==> src/design/button_press_event_detector_defines.svh <==
// ----------------------------------------------------------------------------
// Button press event detector: assertion macros
// Shared concurrent assertion forms used by the detector RTL.
// ----------------------------------------------------------------------------
`ifndef BUTTON_PRESS_EVENT_DETECTOR_DEFINES_SVH
`define BUTTON_PRESS_EVENT_DETECTOR_DEFINES_SVH

// Same-cycle implication, checked outside reset.
`define BPED_ASSERT_IMP(label, ante, cons, msg) \
  label: assert property (@(posedge clk) disable iff (!rst_n) (ante) |-> (cons)) \
    else $error(msg);

// Next-cycle implication, checked outside reset.
`define BPED_ASSERT_NXT(label, ante, cons, msg) \
  label: assert property (@(posedge clk) disable iff (!rst_n) (ante) |=> (cons)) \
    else $error(msg);

`endif

==> src/design/bped_pkg.sv <==
// ----------------------------------------------------------------------------
// Button press event detector package
// Widths, register indexes, reset values and shared structs.
// ----------------------------------------------------------------------------
`default_nettype none

package bped_pkg;

  // Width of all stored timestamps and time differences.
  localparam int TIME_WIDTH = 32;
  localparam int NOW_WIDTH  = 32;
  localparam int CFG_WIDTH  = 16;
  localparam int CFG_IDX_W  = 2;

  typedef logic [TIME_WIDTH-1:0] time_t;
  typedef logic [CFG_WIDTH-1:0]  cfg_val_t;

  // Configuration register indexes.
  typedef enum logic [CFG_IDX_W-1:0] {
    REG_DEBOUNCE = 2'd0,
    REG_DOUBLE   = 2'd1,
    REG_LONG     = 2'd2
  } reg_idx_t;

  localparam cfg_val_t DEBOUNCE_RST = 16'd20;
  localparam cfg_val_t DOUBLE_RST   = 16'd300;
  localparam cfg_val_t LONG_RST     = 16'd1000;

  // Current configuration as seen by the evaluation logic.
  typedef struct packed {
    cfg_val_t debounce_ms;
    cfg_val_t double_press_ms;
    cfg_val_t long_press_ms;
  } cfg_t;

  // Event flags produced for one poll.
  typedef struct packed {
    logic rel;
    logic sgl;
    logic dbl;
    logic lng;
  } evt_t;

endpackage

`default_nettype wire

==> src/design/bped_cfg_regs.sv <==
// ----------------------------------------------------------------------------
// Configuration registers
// Holds the debounce, double-press and long-press times.
// ----------------------------------------------------------------------------
`default_nettype none

module bped_cfg_regs
  import bped_pkg::*;
(
  input  wire logic                 clk,
  input  wire logic                 rst_n,
  input  wire logic                 cfg_valid,
  input  wire logic [CFG_IDX_W-1:0] cfg_index,
  input  wire logic [CFG_WIDTH-1:0] cfg_data,
  output logic                      cfg_ready,
  output cfg_t                      cfg
);

  cfg_t cfg_r;
  cfg_t cfg_nxt;

  // Writes are taken in any cycle.
  assign cfg_ready = 1'b1;

  // Address decode; unknown indexes leave the registers alone.
  always_comb begin
    cfg_nxt = cfg_r;
    if (cfg_valid) begin
      unique case (reg_idx_t'(cfg_index))
        REG_DEBOUNCE: cfg_nxt.debounce_ms     = cfg_data;
        REG_DOUBLE:   cfg_nxt.double_press_ms = cfg_data;
        REG_LONG:     cfg_nxt.long_press_ms   = cfg_data;
        default:      cfg_nxt = cfg_r;
      endcase
    end
  end

  always_ff @(posedge clk) begin
    if (!rst_n) begin
      cfg_r.debounce_ms     <= DEBOUNCE_RST;
      cfg_r.double_press_ms <= DOUBLE_RST;
      cfg_r.long_press_ms   <= LONG_RST;
    end else begin
      cfg_r <= cfg_nxt;
    end
  end

  assign cfg = cfg_r;

endmodule

`default_nettype wire

==> src/design/bped_eval.sv <==
// ----------------------------------------------------------------------------
// Poll evaluation
// Button state registers and the single-pass release, press and long checks.
// ----------------------------------------------------------------------------
`default_nettype none

`include "button_press_event_detector_defines.svh"

module bped_eval
  import bped_pkg::*;
(
  input  wire logic  clk,
  input  wire logic  rst_n,
  input  wire logic  fire,
  input  wire logic  pressed,
  input  wire time_t now,
  input  wire cfg_t  cfg,
  output evt_t       evt
);

  time_t last_edge_r,     last_edge_nxt;
  time_t last_release_r,  last_release_nxt;
  logic  held_r,          held_nxt;
  logic  long_reported_r, long_reported_nxt;

  time_t since_edge;
  time_t since_edge_upd;
  logic  debounced;

  // Time since the last accepted edge, wrapping.
  assign since_edge = now - last_edge_r;
  assign debounced  = since_edge > TIME_WIDTH'(cfg.debounce_ms);

  // Release, press and long checks in order; only the long check sees an earlier update (a press in this poll).
  always_comb begin
    last_edge_nxt     = last_edge_r;
    last_release_nxt  = last_release_r;
    held_nxt          = held_r;
    long_reported_nxt = long_reported_r;
    evt               = '0;

    if (!pressed && held_r && debounced) begin
      last_edge_nxt     = now;
      last_release_nxt  = now;
      held_nxt          = 1'b0;
      long_reported_nxt = 1'b0;
      evt.rel           = 1'b1;
    end

    if (pressed && !held_r && debounced) begin
      last_edge_nxt = now;
      held_nxt      = 1'b1;
      evt.sgl       = 1'b1;
      evt.dbl       = (now - last_release_r) <= TIME_WIDTH'(cfg.double_press_ms);
    end

    since_edge_upd = evt.sgl ? '0 : since_edge;
    if (pressed && !long_reported_r &&
        since_edge_upd >= TIME_WIDTH'(cfg.long_press_ms)) begin
      long_reported_nxt = 1'b1;
      evt.lng           = 1'b1;
    end
  end

  // State moves only when a poll is evaluated.
  always_ff @(posedge clk) begin
    if (!rst_n) begin
      last_edge_r     <= '0;
      last_release_r  <= '0;
      held_r          <= 1'b0;
      long_reported_r <= 1'b0;
    end else if (fire) begin
      last_edge_r     <= last_edge_nxt;
      last_release_r  <= last_release_nxt;
      held_r          <= held_nxt;
      long_reported_r <= long_reported_nxt;
    end
  end

  // Consistency checks between the event flags and the stored state.
  `BPED_ASSERT_IMP(a_dbl_needs_sgl, fire && evt.dbl, evt.sgl, "double without press")
  `BPED_ASSERT_IMP(a_rel_sgl_excl, fire, !(evt.rel && evt.sgl), "release and press together")
  `BPED_ASSERT_NXT(a_sgl_sets_held, fire && evt.sgl, held_r && last_edge_r == $past(now),
                   "press did not update state")
  `BPED_ASSERT_NXT(a_rel_clears, fire && evt.rel, !held_r && !long_reported_r,
                   "release did not clear hold state")
  `BPED_ASSERT_NXT(a_lng_once, fire && evt.lng, long_reported_r, "long press not recorded")

endmodule

`default_nettype wire

==> src/design/button_press_event_detector.sv <==
// ----------------------------------------------------------------------------
// Button press event detector
// Debounces polled button samples and reports release, press, double press
// and long press events.
// ----------------------------------------------------------------------------
// One poll is taken per clock cycle unless in_stall is high; each poll yields
// exactly one result: the poll lands in an input register, its checks run in
// combinational logic against the stored button state, and the flags land in
// the result register. One poll per cycle is sustained while out_stall is low,
// as the evaluation reads and updates the state in one step.
// Configuration registers should be written only while no poll is in flight.
`default_nettype none

module button_press_event_detector
  import bped_pkg::*;
(
  input  wire logic                 clk,
  input  wire logic                 rst_n,
  // Poll input channel.
  input  wire logic                 in_valid,
  output logic                      in_stall,
  input  wire logic                 in_pressed,
  input  wire logic [NOW_WIDTH-1:0] in_now_ms,
  // Result channel.
  output logic                      out_valid,
  input  wire logic                 out_stall,
  output logic                      out_release_event,
  output logic                      out_single_event,
  output logic                      out_double_event,
  output logic                      out_long_event,
  // Configuration write channel.
  input  wire logic                 cfg_valid,
  output logic                      cfg_ready,
  input  wire logic [CFG_IDX_W-1:0] cfg_index,
  input  wire logic [CFG_WIDTH-1:0] cfg_data
);

  cfg_t  cfg;
  evt_t  evt;
  logic  s1_vld_r;
  logic  s1_pressed_r;
  time_t s1_now_r;
  logic  out_vld_r;
  evt_t  out_evt_r;
  logic  out_free;
  logic  fire;
  logic  in_xfer;

  bped_cfg_regs u_cfg (
    .clk       (clk),
    .rst_n     (rst_n),
    .cfg_valid (cfg_valid),
    .cfg_index (cfg_index),
    .cfg_data  (cfg_data),
    .cfg_ready (cfg_ready),
    .cfg       (cfg)
  );

  // Handshake: the result register frees when empty or drained this cycle.
  assign out_free = !out_vld_r || !out_stall;
  assign fire     = s1_vld_r && out_free;
  assign in_stall = s1_vld_r && !out_free;
  assign in_xfer  = in_valid && !in_stall;

  // Input register.
  always_ff @(posedge clk) begin
    if (!rst_n) begin
      s1_vld_r <= 1'b0;
    end else if (!in_stall) begin
      s1_vld_r <= in_valid;
    end
  end

  always_ff @(posedge clk) begin
    if (in_xfer) begin
      s1_pressed_r <= in_pressed;
      s1_now_r     <= TIME_WIDTH'(in_now_ms);
    end
  end

  bped_eval u_eval (
    .clk     (clk),
    .rst_n   (rst_n),
    .fire    (fire),
    .pressed (s1_pressed_r),
    .now     (s1_now_r),
    .cfg     (cfg),
    .evt     (evt)
  );

  // Result register.
  always_ff @(posedge clk) begin
    if (!rst_n) begin
      out_vld_r <= 1'b0;
    end else if (out_free) begin
      out_vld_r <= s1_vld_r;
    end
  end

  always_ff @(posedge clk) begin
    if (fire) begin
      out_evt_r <= evt;
    end
  end

  assign out_valid         = out_vld_r;
  assign out_release_event = out_evt_r.rel;
  assign out_single_event  = out_evt_r.sgl;
  assign out_double_event  = out_evt_r.dbl;
  assign out_long_event    = out_evt_r.lng;

endmodule

`default_nettype wire
==> config.mk <==
export PLATFORM = sky130hd
export DESIGN_NAME = button_press_event_detector
export DESIGN_NICKNAME = d
export VERILOG_FILES = /design/src/design/bped_pkg.sv /design/src/design/bped_cfg_regs.sv /design/src/design/bped_eval.sv /design/src/design/button_press_event_detector.sv
export VERILOG_INCLUDE_DIRS = /design/src /design/src/design
export SDC_FILE = /design/constraint.sdc
export NUM_CORES = 1
export LEC_CHECK = 0
export BUFFER_PORTS_ARGS = -buffer_cell sky130_fd_sc_hd__buf_2
export CAP_MARGIN = 40
export CORE_MARGIN = 2
export CORE_UTILIZATION = 44
export CTS_BUF_LIST = sky130_fd_sc_hd__clkbuf_8 sky130_fd_sc_hd__clkbuf_16
export CTS_CLUSTER_DIAMETER = 80
export CTS_CLUSTER_SIZE = 16
export DETAILED_ROUTE_END_ITERATION = 12
export PLACE_DENSITY = 0.67
export SKIP_CTS_REPAIR_TIMING = 1
export SYNTH_ARGS = -nofsm -noshare
export SYNTH_HDL_FRONTEND = slang
export SYNTH_SLANG_ARGS = --single-unit
==> constraint.sdc <==
create_clock -name clk -period 14.7 [get_ports clk]
set_clock_uncertainty 0.1 [all_clocks]
set_input_delay 1.47 -clock clk [delete_from_list [all_inputs] [get_ports clk]]
set_output_delay 1.47 -clock clk [all_outputs]
set_load 0.02 [all_outputs]
* Yosys cells after proc, flatten, opt, wreduce, memory -nomap -nowiden
Cells that the tools add are included.
** Operators by class
- Add/subtract/negate cells :: 2
- Magnitude comparators :: 3
- Equal/unequal tests :: 2
- Muxes and demuxes :: 9
- Reduce and logical (&&, ||, !) cells :: 26
** Operators with widths (number)
- two-way mux 32 bit :: 3
- subtractor 32 bit :: 2
- greater-or-equal comparator 32 x 16 -> 1 bit :: 1
- greater-than comparator 32 x 16 -> 1 bit :: 1
- less-or-equal comparator 32 x 16 -> 1 bit :: 1
- AND reduction 2 bit :: 6
- logical AND 1 bit :: 9
- zero test 1 bit :: 7
- two-way mux 1 bit :: 5
- nonzero test 2 bit :: 2
- equality test 2 x 1 -> 1 bit, second input constant :: 1
- equality test 2 bit, second input constant :: 1
- zero test 2 bit :: 1
- two-way mux 2 bit :: 1
- logical OR 1 bit :: 1
** Word-level totals
- Bits in registers :: 153
- Input bits :: 56
- Output and inout bits :: 7
- Logic and storage cells :: 57

* Longest topological paths before layout
Gate-level depths: netlist of the first run.
- Depth after elaboration :: 9
- Gate-level depth with buffers :: 31
- Gate-level depth less buffers :: 30

* Modules after synthesis
A second synthesis of the first run with hierarchy kept.
** Second synthesis, totals
- Cell total of the unflattened synthesis :: 1236
- Area, all modules :: 10625.2 µm²
** By module, submodules not included
- bped_eval :: times used 1, cells each 1002, area an instance 7507.2 µm², seq. area each 1321.3 µm²
- bped_cfg_regs :: times used 1, cells each 189, area an instance 1923.1 µm², seq. area each 960.9 µm²
- button_press_event_detector :: times used 1, cells each 45, area an instance 1194.9 µm², seq. area each 1151.1 µm²

* Worst setup path after synthesis of the first run
No wires, ideal clock.
- Path kind :: flip-flop to flip-flop
- Start :: reg s1_now_r[0]
- End :: reg out_evt_r, in the netlist out_long_event (data pin)
- Library setup time :: 255 ps
- Arrival :: 5091 ps
- Required time :: 14345 ps
- Setup slack :: 9255 ps
- Cell stages (with the launch flop) :: 31
- Buffers on the path :: 1
- Clock period less this slack :: 5445 ps
- Cells stage by stage :: edfxtp_1 > inv_1 > ha_1 > inv_1 > fa_1 > a21o_1 > a221o_1 > a21oi_1 > o21ai_0 > xor2_1 > ha_1 > and4_1 > nand3_1 > a221oi_1 > a21oi_1 > a21oi_1 > nor2_1 > nor2_2 > buf_2 > or2_1 > ha_1 > nand2b_1 > a21o_1 > a21o_1 > a21oi_1 > nor2b_1 > o21ai_0 > nand2_1 > o211ai_1 > nand4_1 > and2_1
** RTL lines
- from (decl) :: RTL line button_press_event_detector.sv:42 : time_t s1_now_r;
- from (signal assigned) :: RTL line button_press_event_detector.sv:77 : s1_now_r <= TIME_WIDTH'(in_now_ms);
- to (signal assigned) :: RTL line button_press_event_detector.sv:102 : out_evt_r <= evt;
- to (decl) :: RTL line button_press_event_detector.sv:44 : evt_t out_evt_r;

==> results of run 1 <==
==> path summary, 6_finish.rpt <==
path / from / end / slack [ns] / depth (start not counted)
worst max register to register: s1_now_r[0] / out_long_event / 8.57 / 29
worst max-delay path: s1_now_r[0] / out_long_event / 8.57 / 29
worst min-delay path: u_cfg.cfg[44] / u_cfg.cfg[44] / 0.36 / 2
worst min register to register: u_cfg.cfg[44] / u_cfg.cfg[44] / 0.36 / 2
==> sequential cells by signal, indices dropped and copies added (netlist names), 32 cells and up <==
register	flops
s1_now_r	32
u_cfg.cfg	48
u_eval.last_release_r	32
u_eval.last_edge_r	32
==> per-layer routing <==
metal | up-vias | share of wire (%) | GRT usage, %
met5 | - | 0 | 0
met4 | 0 | 1.3 | 5.37
met3 | 26 | 5.0 | 3.53
met2 | 203 | 45 | 35.3
met1 | 4122 | 49 | 30.2
li1 | 4479 | - | -
==> cells by family (layout without fill, tap and decap cells) <==
logic type | Yosys count | after routing | synth area share, %
AND/OR/NAND/NOR | 421 | 421 | 18.7
XOR/XNOR | 39 | 39 | 3.29
flip-flops | 153 | 153 | 33.0
other | 1 | 1 | 0.0361
AO/OA/AOI/OAI | 287 | 287 | 17.5
buffers and inverters | 179 | 229 | 6.85
adder cells (fa/ha/maj) | 112 | 112 | 13.6
multiplexers | 72 | 72 | 6.94
==> metrics by stage <==
stage,std cells,power (mW),worst slack (ns)
floorplan,1264,0.643,9.25
global placement,1599,0.704,8.71
detailed placement,1601,0.709,8.56
CTS,1633,1.16,8.53
global route,1633,1.21,7.95
finish,1633,1.15,8.57
==> power by group through the flow <==
stage / sequential, mW / clock (mW) / combinational [mW]
global placement: 0.466 / 0 / 0.238
global route: 0.459 / 0.472 / 0.278
CTS: 0.457 / 0.455 / 0.245
finish: 0.457 / 0.447 / 0.246
detailed placement: 0.467 / 0 / 0.242
floorplan: 0.465 / 0 / 0.178
==> cells in the mapped netlist, types with 3 or more instances <==
cell type | count | area share [%]
and3b_1 | 3 | 0.25
nor3b_1 | 3 | 0.22
ha_1 | 110 | 13
nand2b_1 | 14 | 0.84
o21a_1 | 13 | 0.94
nand3b_1 | 4 | 0.29
edfxtp_1 | 37 | 11
buf_4 | 4 | 0.29
a211oi_1 | 4 | 0.29
a21o_1 | 26 | 1.9
o2111ai_1 | 4 | 0.34
o221ai_1 | 4 | 0.34
buf_6 | 3 | 0.33
and4_1 | 6 | 0.51
nor4_1 | 8 | 0.48
nor3_1 | 9 | 0.43
o22ai_1 | 9 | 0.54
a221oi_1 | 4 | 0.34
and2_1 | 4 | 0.24
a2111o_1 | 3 | 0.33
a211o_1 | 3 | 0.25
a31oi_1 | 8 | 0.48
nand3_1 | 11 | 0.53
inv_1 | 130 | 4.7
o21ai_0 | 49 | 2.4
o21ai_1 | 4 | 0.19
and3_1 | 5 | 0.30
xnor2_1 | 24 | 2.0
nand4_1 | 21 | 1.3
xor2_1 | 15 | 1.3
clkbuf_1 | 39 | 1.4
mux2i_1 | 72 | 6.9
nor2_1 | 48 | 1.7
dfxtp_1 | 116 | 22
o211ai_1 | 22 | 1.6
a21oi_1 | 105 | 5.1
o21bai_1 | 5 | 0.36
nor2b_1 | 29 | 1.7
nand2_1 | 242 | 8.7
==> final cells by class <==
class | instances | area (um2)
tap | 319 | 399
multi-input combinational | 932 | 6260
fill | 2222 | 11800
clock buffer | 17 | 425
clock inverter | 15 | 174
inverter | 130 | 488
sequential | 153 | 3430
timing repair buffer | 67 | 377
==> tightest hold or removal path: cells and delay by family, from the launching register on <==
family             cells  cell delay [ns]
AOI/OAI and AO/OA      1             0.05
DFF                    1             0.31
and+or+nand+nor        1             0.05
==> impl_metrics.tcl, run 1 <==
set metrics [dict create \
    holdWs_ns 0.357 \
    yosys_warnings 0 \
    p_sw_uw 374 \
    crit_arrival_ns 6.22 \
    clk_pin_slew_worst_paths_ns 0.07 \
    crit_slowest_cell "nor2_2" \
    antenna_cells 0 \
    grt_start_max_net_pins 68 \
    final_hold_viol_count 0 \
    cp-end-kind "flip-flop" \
    initial_utilization_pct 44.5 \
    dieArea_um2 24900 \
    dpl.hpwl_um 20000 \
    num_rows 56 \
    cp.required_ns 14.79 \
    grt_pass1_wl_um 42600 \
    synth-seq-cells 153 \
    syn_area_um2 10400 \
    antenna_found_initial 0 \
    cts.sinks 153 \
    clkPwrFrac_pct 38.9 \
    fmax_ghz 0.163 \
    p_leak_nw 4.49 \
    grt_usage_pct 21.8 \
    layout-drive-gt1-share_pct 8.75 \
    synth_edf_count 37 \
    cp.buffers_inverters 2 \
    setup_viol 0 \
    clk_path_buf_depth 2 \
    power_frac_comb_pct 21.3 \
    p_int_uw 776 \
    cp_top_family "compound AO/OA/AOI/OAI gates" \
    setup_tns_ns 0 \
    fin_area_um2 11600 \
    insertion_delay_ns 0.44 \
    peakVddDrop_mv 0.0723 \
    area_growth_pct 11.3 \
    holdCritPathClass "flip-flop to flip-flop" \
    layout_min_cycle_time_ns 6.13 \
    synthArstFlopShare_pct 0 \
    routed_wirelength_um 26300 \
    cp_max_fo 18 \
    tritoncts "yes" \
    cts_inserted_buffers 17 \
    utilization_pct 49.5 \
    path_class "flip-flop to flip-flop" \
    wire_per_inst_um 16.1 \
    drv_slew 0 \
    synth_area_per_cell_um2 8.22 \
    ys_seq_area_share_pct 33.0 \
    port_buffers 61 \
    h-tree-depth 4 \
    syn-num-nets 1432 \
    detailedRoute.firstIterationViolations 642 \
    synth_flop_cell "dfxtp_1" \
    cts_root_buf "clkbuf_16" \
    die_y_um 158 \
    viasPerCell 5.41 \
    drv_cap 0 \
    slew_headroom_pct 48.2 \
    grt-ovfl-total 0 \
    grt_pass1_vias 8271 \
    p_per_area_nw_per_um2 99.5 \
    gp_congestion 0.862 \
    p_sw_share_pct 32.5 \
    antenna_left 0 \
    seqPwrFrac_pct 39.8 \
    drc_errors 0 \
    layout_commonest_cell "nand2_1" \
    rsz0062_at_grt "false" \
    core-area_um2 23300 \
    die_w_um 158 \
    post_dp_cell_area_um2 11000 \
    io_pins 63 \
    min_period_over_period_pct 41.7 \
    critPathLaunchType "flip-flop" \
    yosysUniqueCellTypes 70 \
    critPathMostFrequentCell "a21oi_1" \
    fin_nets 1469 \
    max_slew.worst_pin.slew_ns 0.777 \
    final_cell_mix "242 x nand2_1, 130 x inv_1, 116 x dfxtp_1, 110 x ha_1, 105 x a21oi_1" \
    status "complete, no violations" \
    max_stage_delay_ns 0.54 \
    synth_cells 1264 \
    dr_total_vias 8830 \
    drt_pass1_iterations 5 \
]
No activity file was read; power rests on OpenSTA's default activity.
==> run 2, diff against run 1 <==
- PLACE_DENSITY: 0.67 -> 0.69
- clock period: 14.7 -> 5.3 ns (I/O delays scaled with it)
==> run 2 against run 1 <==
Compared with the run above:
- the run now ends with negative setup slack left
- hold slack worse by 0.19 ns
- via count is 4.1% higher
- final area is 5.2% higher
- total power grew to 2.9 times the previous value
- global-route usage is 0.30 points higher
- critical path depth stayed put
- maximum frequency is 16% higher
- critical endpoint unchanged
- largest cell class unchanged
- highest routed layer unchanged
==> impl_metrics.tcl, run 2 (synthesized netlist as in run 1, its figures left out) <==
set metrics [dict create \
    status "complete, but fails checks" \
    failed_checks "negative setup slack" \
    finalPower_mw 3.28 \
    cp.buffers_inverters 0 \
    fin_nets 1521 \
    setup_viol 1 \
    cp_top_family "compound AO/OA/AOI/OAI gates" \
    core-area_um2 23300 \
    cts.sinks 153 \
    gp_congestion 0.921 \
    layout_min_cycle_time_ns 5.31 \
    wire_per_inst_um 16.3 \
    dr_total_vias 9193 \
    final_hold_viol_count 0 \
    final_cell_mix "242 x nand2_1, 128 x inv_1, 116 x dfxtp_1, 108 x ha_1, 99 x a21oi_1" \
    grt_usage_pct 22.1 \
    viasPerCell 5.46 \
    antenna_found_initial 0 \
    drv_slew 0 \
    port_buffers 61 \
    antenna_left 0 \
    path_class "flip-flop to flip-flop" \
    crit_arrival_ns 5.40 \
    drv_cap 0 \
    cp_max_fo 3 \
    grt-ovfl-total 0 \
    cts_inserted_buffers 17 \
    holdCritPathClass "input port to flip-flop" \
    r2r_setup_slack_ns -0.006 \
    grt_pass1_vias 8754 \
    setup_slack_ns -0.00567 \
    crit_slowest_cell "edfxtp_1" \
    largest_register_ff_count 48 \
    reg2regPathDepth 29 \
    cp-end-kind "flip-flop" \
    r2r-start "s1_now_r[4]" \
    die_w_um 158 \
    insertion_delay_ns 0.44 \
    fin_cells 1685 \
    area_growth_pct 17.1 \
    slew_headroom_pct 46.4 \
    detailedRoute.firstIterationViolations 705 \
    drc_errors 0 \
    die_y_um 158 \
    dpl.hpwl_um 20400 \
    r2r-end "out_long_event" \
    min_from "in_now_ms[11]" \
    h-tree-depth 4 \
    grt_start_max_net_pins 58 \
    fmax_ghz 0.188 \
    rsz0062_at_grt "true" \
    antenna_cells 0 \
    max_stage_delay_ns 0.40 \
    cp.required_ns 5.39 \
    clk_pin_slew_worst_paths_ns 0.08 \
    cts_root_buf "clkbuf_16" \
    whs_path_depth 1 \
    clk_path_buf_depth 2 \
    hold_end "s1_now_r[11]" \
    initial_utilization_pct 44.5 \
    num_rows 56 \
    critPathLaunchType "flip-flop" \
    drt_pass1_iterations 8 \
    dp_cells 1641 \
    min_period_over_period_pct 100 \
    tritoncts "yes" \
    layout-drive-gt1-share_pct 14.6 \
    critPathMostFrequentCell "a21o_1" \
    grt_pass1_wl_um 43500 \
    peakVddDrop_mv 0.202 \
    dieArea_um2 24900 \
    p_leak_nw 4.79 \
    routed_wirelength_um 27400 \
    p_per_area_nw_per_um2 270 \
    io_pins 63 \
    layout_commonest_cell "nand2_1" \
    fillers 2130 \
    max_slew.worst_pin.slew_ns 0.804 \
]
## run 2: cell count changes in the layout (fill, tap and decap cells not counted), moves of 4 or more
| cell | previous run | this run |
|---|---|---|
| buf_4 | 5 | 54 |
| a21oi_1 | 105 | 99 |
| a21oi_2 | 2 | 7 |
| inv_6 | 6 | 2 |
| nor4_1 | 8 | 4 |
| nor4_2 | 0 | 4 |
## run 2: area by class of cell
| class | instances | area (um2) | area share, % |
|---|---|---|---|
| Clock buffer | 17 | 425 | 3.50 |
| Inverter | 130 | 488 | 4.01 |
| Tap cell | 319 | 399 | 3.28 |
| Sequential cell | 153 | 3430 | 28.2 |
| Clock inverter | 15 | 174 | 1.43 |
| Multi-Input combinational cell | 932 | 6470 | 53.2 |
| Timing Repair Buffer | 119 | 773 | 6.36 |
## run 2: through the flow
| step | TNS (ns) | hold slack [ns] | setup WS (ns) | area, um2 | util [%] |
|---|---|---|---|---|---|
| 2_1_floorplan | 0 | 0.335 | 0.0192 | 10400 | - |
| 3_3_place_gp | -0.0258 | 0.341 | -0.0258 | 11300 | 48.3 |
| 3_5_place_dp | -0.269 | 0.346 | -0.157 | 11300 | 48.3 |
| 4_1_cts | -0.385 | 0.154 | -0.215 | 11900 | 50.9 |
| 5_1_grt | -0.588 | 0.151 | -0.298 | 12200 | 52.1 |
| 6_report | -0.00567 | 0.164 | -0.00567 | 12200 | 52.1 |
## run 2: worst max path at each step
stage | start | endpoint | cells past startpoint
final | s1_now_r[4] | out_long_event | 29
after global routing | s1_now_r[4] | out_long_event | 29
after CTS | s1_now_r[0] | out_long_event | 29
after detailed placement | s1_now_r[0] | out_long_event | 29
after global placement | s1_now_r[0] | out_long_event | 27
after floorplan | s1_now_r[0] | out_long_event | 30
## run 2: metal layers
layer	GRT usage, %	wire length [um]	vias up
met3	3.39	1490	41
met2	36.0	12600	294
met4	7.10	515	0
met1	29.9	12800	4276
met5	0	0	-
li1	-	-	4582
## run 2: power by group
part / internal (mW) / total, mW / leakage, nW / switching [mW]
Combinational: 0.336 / 0.782 / 3.20 / 0.447
Clock: 0.639 / 1.23 / 0.295 / 0.593
Sequential: 1.24 / 1.27 / 1.30 / 0.0302
## run 2: worst reg2reg max path, delay by kind of cell, from the launching register on
kind | cells | cell delay, ns
AO/OA/AOI/OAI | 14 | 2.15
XOR/XNOR | 1 | 0.21
adder cells (fa/ha/maj) | 3 | 0.94
flip-flops | 1 | 0.40
AND/OR/NAND/NOR | 11 | 1.27
